**src/vertex_rotate_scale_offset_assert.svh**
```systemverilog
// ----------------------------------------------------------------------------
// Vertex transform assertion macros
// Shorthand for the concurrent checks used in the vertex transform block.
// ----------------------------------------------------------------------------
`ifndef VERTEX_ROTATE_SCALE_OFFSET_ASSERT_SVH
`define VERTEX_ROTATE_SCALE_OFFSET_ASSERT_SVH

// The consequent must hold in the same cycle as the antecedent.
`define VRSO_ASSERT_SAME(lbl, ck, rs, ante, cons) \
  lbl: assert property (@(posedge ck) disable iff (rs) (ante) |-> (cons)) \
    else $error("vertex transform: same-cycle check failed");

// The consequent must hold in the cycle after the antecedent.
`define VRSO_ASSERT_NEXT(lbl, ck, rs, ante, cons) \
  lbl: assert property (@(posedge ck) disable iff (rs) (ante) |=> (cons)) \
    else $error("vertex transform: next-cycle check failed");

`endif

```
**src/vrso_pkg.sv**
```systemverilog
// ----------------------------------------------------------------------------
// Vertex transform package
// Shared constants, register codes and structs of the vertex transform block.
// ----------------------------------------------------------------------------
`default_nettype none

package vrso_pkg;

  localparam int MAP_DIM    = 1024;
  localparam int ANGLE_BITS = 12;

  // Largest usable map size given the 11-bit size registers.
  localparam int DIM_CAP = (MAP_DIM > 2047) ? 2047 : MAP_DIM;

  localparam int CFG_IDX_W   = 3;
  localparam int CFG_DATA_W  = 16;
  localparam int ANGLE_REG_W = 12;

  localparam int XF_STAGES = 9;

  typedef enum logic [CFG_IDX_W-1:0] {
    REG_MAP_WIDTH,
    REG_MAP_HEIGHT,
    REG_ANGLE_X,
    REG_ANGLE_Y,
    REG_ZOOM,
    REG_SHIFT_X,
    REG_SHIFT_Y
  } cfg_reg_e;

  typedef enum logic [2:0] {
    TRIG_IDLE,
    TRIG_LOAD,
    TRIG_SQUARE,
    TRIG_HORNER,
    TRIG_FINAL,
    TRIG_ROUND
  } trig_state_e;

  // Odd sine polynomial in Q30, highest power first.
  localparam logic signed [33:0] SIN_C11 = -34'sd3864;
  localparam int HORNER_STEPS = 5;
  localparam int HORNER_CNT_W = $clog2(HORNER_STEPS);
  localparam logic signed [33:0] SIN_COEF [HORNER_STEPS] = '{
    34'sd172272,
    -34'sd5026995,
    34'sd85569306,
    -34'sd693598668,
    34'sd1686629713
  };

  typedef struct packed {
    logic signed [15:0] sin_x;
    logic signed [15:0] cos_x;
    logic signed [15:0] sin_y;
    logic signed [15:0] cos_y;
  } trig_t;

  typedef struct packed {
    logic                  start;
    logic                  axis;
    logic [ANGLE_BITS-1:0] angle;
  } trig_req_t;

  typedef struct packed {
    logic [10:0] dim_x_m1;
    logic [10:0] dim_y_m1;
    logic [15:0] zoom;
    logic [15:0] shift_x;
    logic [15:0] shift_y;
  } cfg_t;

endpackage

`default_nettype wire

```
**src/vrso_trig.sv**
```systemverilog
// ----------------------------------------------------------------------------
// Vertex transform sine and cosine unit
// Evaluates the quarter-wave sine polynomial with one shared multiplier,
// producing the sine and cosine of one axis angle per request.
// ----------------------------------------------------------------------------
`default_nettype none

module vrso_trig (
  input  logic                clk,
  input  logic                rst,
  input  vrso_pkg::trig_req_t req,
  output logic                busy,
  output vrso_pkg::trig_t     trig
);
  import vrso_pkg::*;

  localparam int QW_BITS = ANGLE_BITS - 2;
  localparam int T_SHIFT = 30 - QW_BITS;
  localparam logic [ANGLE_BITS-1:0] QUARTER = ANGLE_BITS'(1 << QW_BITS);
  localparam logic [QW_BITS:0]      QW_FULL = (QW_BITS + 1)'(1 << QW_BITS);
  localparam logic [HORNER_CNT_W-1:0] CNT_LAST = HORNER_CNT_W'(HORNER_STEPS - 1);

  trig_state_e state, state_next;

  logic                    axis;
  logic                    phase;
  logic [ANGLE_BITS-1:0]   ang;
  logic [ANGLE_BITS-1:0]   arg;
  logic [1:0]              quad;
  logic [QW_BITS-1:0]      k;
  logic [QW_BITS:0]        kk;
  logic                    neg_r;
  logic signed [33:0]      t;
  logic signed [33:0]      u;
  logic signed [33:0]      p;
  logic signed [33:0]      mul_a;
  logic signed [33:0]      mul_b;
  logic signed [33:0]      mul_p;
  logic [HORNER_CNT_W-1:0] cnt;
  logic [34:0]             s_rnd;
  logic [19:0]             r_mag;
  logic signed [15:0]      r_pos;
  logic signed [15:0]      r_res;
  logic                    res_we;

  // Product scaled by 2^-30, truncated toward zero.
  function automatic logic signed [33:0] mulq30(input logic signed [33:0] a,
                                                input logic signed [33:0] b);
    logic        neg;
    logic [33:0] ua;
    logic [33:0] ub;
    logic [67:0] pr;
    logic [33:0] r;
    neg = a[33] ^ b[33];
    ua  = a[33] ? 34'(-a) : 34'(a);
    ub  = b[33] ? 34'(-b) : 34'(b);
    pr  = ua * ub;
    r   = pr[63:30];
    return neg ? $signed(-r) : $signed(r);
  endfunction

  always_comb begin
    arg  = ang + (phase ? QUARTER : '0);
    quad = arg[ANGLE_BITS-1 -: 2];
    k    = arg[QW_BITS-1:0];
    kk   = quad[0] ? (QW_FULL - {1'b0, k}) : {1'b0, k};
  end

  always_comb begin
    case (state)
      TRIG_SQUARE: begin
        mul_a = t;
        mul_b = t;
      end
      TRIG_FINAL: begin
        mul_a = p;
        mul_b = t;
      end
      default: begin
        mul_a = p;
        mul_b = u;
      end
    endcase
    mul_p = mulq30(mul_a, mul_b);
  end

  always_comb begin
    s_rnd = p[33] ? '0 : (35'(p) + 35'd16384);
    r_mag = s_rnd[34:15];
    r_pos = (r_mag > 20'd32767) ? 16'sd32767 : $signed({1'b0, r_mag[14:0]});
    r_res = neg_r ? -r_pos : r_pos;
  end

  always_comb begin
    state_next = state;
    case (state)
      TRIG_IDLE:   if (req.start) state_next = TRIG_LOAD;
      TRIG_LOAD:   state_next = TRIG_SQUARE;
      TRIG_SQUARE: state_next = TRIG_HORNER;
      TRIG_HORNER: if (cnt == CNT_LAST) state_next = TRIG_FINAL;
      TRIG_FINAL:  state_next = TRIG_ROUND;
      TRIG_ROUND:  state_next = phase ? TRIG_IDLE : TRIG_LOAD;
      default:     state_next = TRIG_IDLE;
    endcase
  end

  always_comb begin
    busy   = (state != TRIG_IDLE);
    res_we = (state == TRIG_ROUND);
  end

  always_ff @(posedge clk) begin
    if (rst) begin
      state <= TRIG_IDLE;
      phase <= 1'b0;
    end else begin
      state <= state_next;
      if (state == TRIG_IDLE && req.start) begin
        phase <= 1'b0;
      end else if (res_we) begin
        phase <= 1'b1;
      end
    end
  end

  always_ff @(posedge clk) begin
    case (state)
      TRIG_IDLE: begin
        if (req.start) begin
          ang  <= req.angle;
          axis <= req.axis;
        end
      end
      TRIG_LOAD: begin
        t     <= 34'(kk) <<< T_SHIFT;
        neg_r <= quad[1];
      end
      TRIG_SQUARE: begin
        u   <= mul_p;
        p   <= SIN_C11;
        cnt <= '0;
      end
      TRIG_HORNER: begin
        p   <= SIN_COEF[cnt] + mul_p;
        cnt <= cnt + 1'b1;
      end
      TRIG_FINAL: begin
        p <= mul_p;
      end
      default: ;
    endcase
  end

  always_ff @(posedge clk) begin
    if (rst) begin
      trig.sin_x <= 16'sd0;
      trig.cos_x <= 16'sd32767;
      trig.sin_y <= 16'sd0;
      trig.cos_y <= 16'sd32767;
    end else if (res_we) begin
      case ({axis, phase})
        2'b00:   trig.sin_x <= r_res;
        2'b01:   trig.cos_x <= r_res;
        2'b10:   trig.sin_y <= r_res;
        default: trig.cos_y <= r_res;
      endcase
    end
  end

endmodule

`default_nettype wire

```
**config.mk**
```make
export PLATFORM = sky130hd
export DESIGN_NAME = vrso_trig
export DESIGN_NICKNAME = d
export VERILOG_FILES = /design/src/vertex_rotate_scale_offset_assert.svh /design/src/vrso_pkg.sv /design/src/vrso_trig.sv
export SDC_FILE = /design/constraint.sdc
export NUM_CORES = 2
export LEC_CHECK = 0
export ABC_AREA = 1
export ABC_CLOCK_PERIOD_IN_PS = 16900
export BUFFER_PORTS_ARGS = -buffer_cell sky130_fd_sc_hd__buf_2
export CAP_MARGIN = 30
export CORE_MARGIN = 3
export CORE_UTILIZATION = 45
export CTS_CLUSTER_DIAMETER = 100
export CTS_CLUSTER_SIZE = 12
export DETAILED_ROUTE_END_ITERATION = 7
export SYNTH_ARGS = -nofsm -noshare
export SYNTH_HDL_FRONTEND = slang
export SYNTH_SLANG_ARGS = --single-unit
```
**constraint.sdc**
```tcl
create_clock -name clk -period 16.9 [get_ports clk]
set_input_delay 0 -clock clk [delete_from_list [all_inputs] [get_ports clk]]
set_output_delay 0 -clock clk [all_outputs]
set_load 0.02 [all_outputs]
```
==> flow_summary.toml <==
[detailed_routing]
first_iter_violations = 3729
wirelength_mm = 164.7
wire_per_inst_um = 22.29
num_vias = 39820
post-route-drc-count = 0
vias_per_cell = 5.391
dr.pass1.iters = 5
ant_nets = 0

[layout]
fillers = 10370
syn2layout_area_growth_pct = 6.118
antennaDiodeCount = 0
drive_above_1_share_pct = 5.961
nets = 7318

[cts]
clk_latency_ps = 450
cts_buffers = 17
cts_resized = 0
htreeDepth = 4
postCtsSetupBuffers = 0
clock-sinks = 164
ctsHoldBuffers = 14
clock_path_buffers = 2
root_buffer = "clkbuf_16"
path_clk_slew_ps = 70
cts_tree = "yes"

[sta]
skew_ps = 12.04
setup_viol = 0
finalCriticalPeriod_ps = 15090
max_freq_mhz = 66.28
rsz0062_at_grt = "no"
hold_viol = 0
worst_slew_pin_slew_ps = 1043
period_share_pct = 89.28
max_slew_margin_pct = 30.36
fin_tns_setup_ps = 0
final-max-slew-violation-count = 0

[yosys]
ys_warn_count = 0
synth_seq_area_share_pct = 8.922
netlist_area_mm2 = 0.04757
synth_largest_area_cell = "fa_1"
synth_edf_count = 96
postSynthAreaPerCell_um2 = 7.910
ys_ff_latch = 164
netlist.area_leader.share_pct = 42.72
synth_cells = 6014
synth_flop_cell = "edfxtp_1"
syn_nets = 7339
synth.distinct_cells = 67
synthArstFlopShare_pct = 0
synth_area_leaders = "fa_1 43%, inv_1 11%, nand2_1 9.1%"

[worst_setup_path]
critPathRequiredTime_ps = 17100
crit_arrival_ps = 15290
r2r_slack_ps = 1810
timing.rr.start = "state[2]"
cp_slowest_cell = "inv_1"
critPathMostFrequentCell = "inv_1"
worstPathMaxFanout = 62
start_kind = "flip-flop"
rr_worst_depth = 60
cp_slowest_stage_delay_ps = 980
end_kind = "flip-flop"
r2r-end = "p[30]"
worstSetupPathType = "reg2reg"

[grt]
grt_start_max_net_pins = 63
grt_pass1_vias = 41070
antenna_found_initial = 2
grt_pass1_wl_mm = 252.6
track_usage_pct = 30.77
overflow = 0

[floorplan]
die_area_mm2 = 0.1096
core_region_area_mm2 = 0.1042
rows = 118
die_w_um = 331.1
initial_core_util_pct = 45.64
die_h_um = 331.1
io_pins = 81

[hold_path]
holdCritStartpoint = "rst"
hold_class = "in2reg"
whs_path_depth = 3
worstHoldEndpoint = "state[0]"

[place]
dp_hpwl_mm = 135.9
io_buffers = 80
gp_congestion = 0.9940

[run]
drv_cap = 0

[outcome]
status = "completed"
-- sequential cells by signal, summed over array words and instances, names as in the netlist --
register  count
p            34
u            34
ang          12
phase         1
axis          1
state         3
cnt           3
trig         64
t            11
neg_r         1
-- layout by cell type, fill, tap and decap left out, drive strengths merged, types with 2 or more instances in the layout --
cell type / n
and3: 3
nor2: 826
o41ai: 2
fa: 1015
o211ai: 9
nand3: 145
nor3b: 3
xnor2: 26
or2: 18
nand4: 31
o21a: 11
o221ai: 2
a22oi: 3
and2: 2
inv: 1395
nor4: 7
nand3b: 9
o22ai: 5
a21oi: 200
clkinv: 26
clkbuf: 21
xor2: 64
nor3: 49
a31oi: 14
a21o: 4
dfxtp: 68
buf: 175
a211oi: 4
o21bai: 8
nand2: 1194
o311ai: 5
o21ai: 246
ha: 294
dlygate4sd3: 14
edfxtp: 96
o31ai: 4
-- per-stage QoR --
| step | hold WS [ps] | setup slack [ps] | instances | util [%] | area (µm²) |
|---|---|---|---|---|---|
| after floorplan | 98.87 | 5100 | 6014 | - | 47570 |
| after global placement | 176.1 | 2148 | 7327 | 47.45 | 49460 |
| after detailed placement | 178.1 | 2066 | 7339 | 47.71 | 49730 |
| after CTS | 140.4 | 2007 | 7385 | 48.40 | 50450 |
| after global routing | 182.5 | 845.8 | 7386 | 48.43 | 50480 |
| final | 144.3 | 1812 | 7386 | 48.43 | 50480 |
-- Yosys cell counts, types with 6 or more instances --
master    number
a21oi_1      197
nand2_1     1156
o21a_1        11
nand2_2       32
o21ai_0      200
ha_1         294
nor2_4         9
o21ai_2       13
o21ai_1       33
nand3b_1       9
nor2_2        13
or2_2         15
nand3_2       10
edfxtp_1      96
nand3_1      133
clkbuf_1     206
o211ai_1       9
nor2_1       804
nor3_1        45
xor2_1        64
o21bai_1       8
inv_2         20
a31oi_1       14
xnor2_1       25
inv_1       1368
dfxtp_1       68
buf_1         10
nor4_1         6
clkinv_1      22
nand4_1       27
fa_1        1015
-- layout make-up --
type                    instances  area [µm²]  share of cell area (%)
well taps                    1380        1727                   3.421
flip-flops and latches        164        4244                   8.407
multi-input cells            4209       37170                   73.63
clock buffers                  21       471.7                  0.9344
clock inverters                11       113.9                  0.2256
repair buffers                189        1450                   2.873
inverters                    1412        5304                   10.51
-- how the worst max path moves through the flow --
stage | from | end | slack (ps) | depth (start not counted)
CTS | state[2] | p[30] | 2010 | 60
global placement | state[2] | p[30] | 2150 | 69
global route | state[2] | p[30] | 850 | 60
floorplan | state[2] | p[30] | 5100 | 69
finish | state[2] | p[30] | 1810 | 60
detailed placement | state[2] | p[30] | 2070 | 60
-- layer usage --
layer / up-vias / share of wire, % / global-route usage, %
li1: 17710 / - / -
met1: 19980 / 42 / 44.09
met2: 1869 / 44 / 47.31
met3: 259 / 10 / 6.052
met4: 0 / 3.5 / 9.276
met5: - / 0 / 0
-- kinds of logic (layout without fill, tap and decap cells) --
logic type / count (synthesis) / count (layout) / share of synthesized area, %
flip-flops: 164 / 164 / 8.922
AND/OR/NAND/NOR: 2288 / 2288 / 19.82
buffers and inverters: 1641 / 1633 / 13.11
XOR/XNOR: 90 / 90 / 1.673
AO/OA/AOI/OAI: 522 / 522 / 6.026
adder cells (fa/ha/maj): 1309 / 1309 / 50.45
-- critical path: cells and delay by family (launching register included) --
family / cells / cell delay (ps)
AO/OA/AOI/OAI: 7 / 1770
buffers and inverters: 17 / 2750
AND/OR/NAND/NOR: 24 / 4220
adder cells (fa/ha/maj): 11 / 5060
flip-flops: 1 / 360
XOR/XNOR: 1 / 560
Power is not shown: default switching activity piles up to over one toggle a cycle in this logic, so the estimate is an artifact.
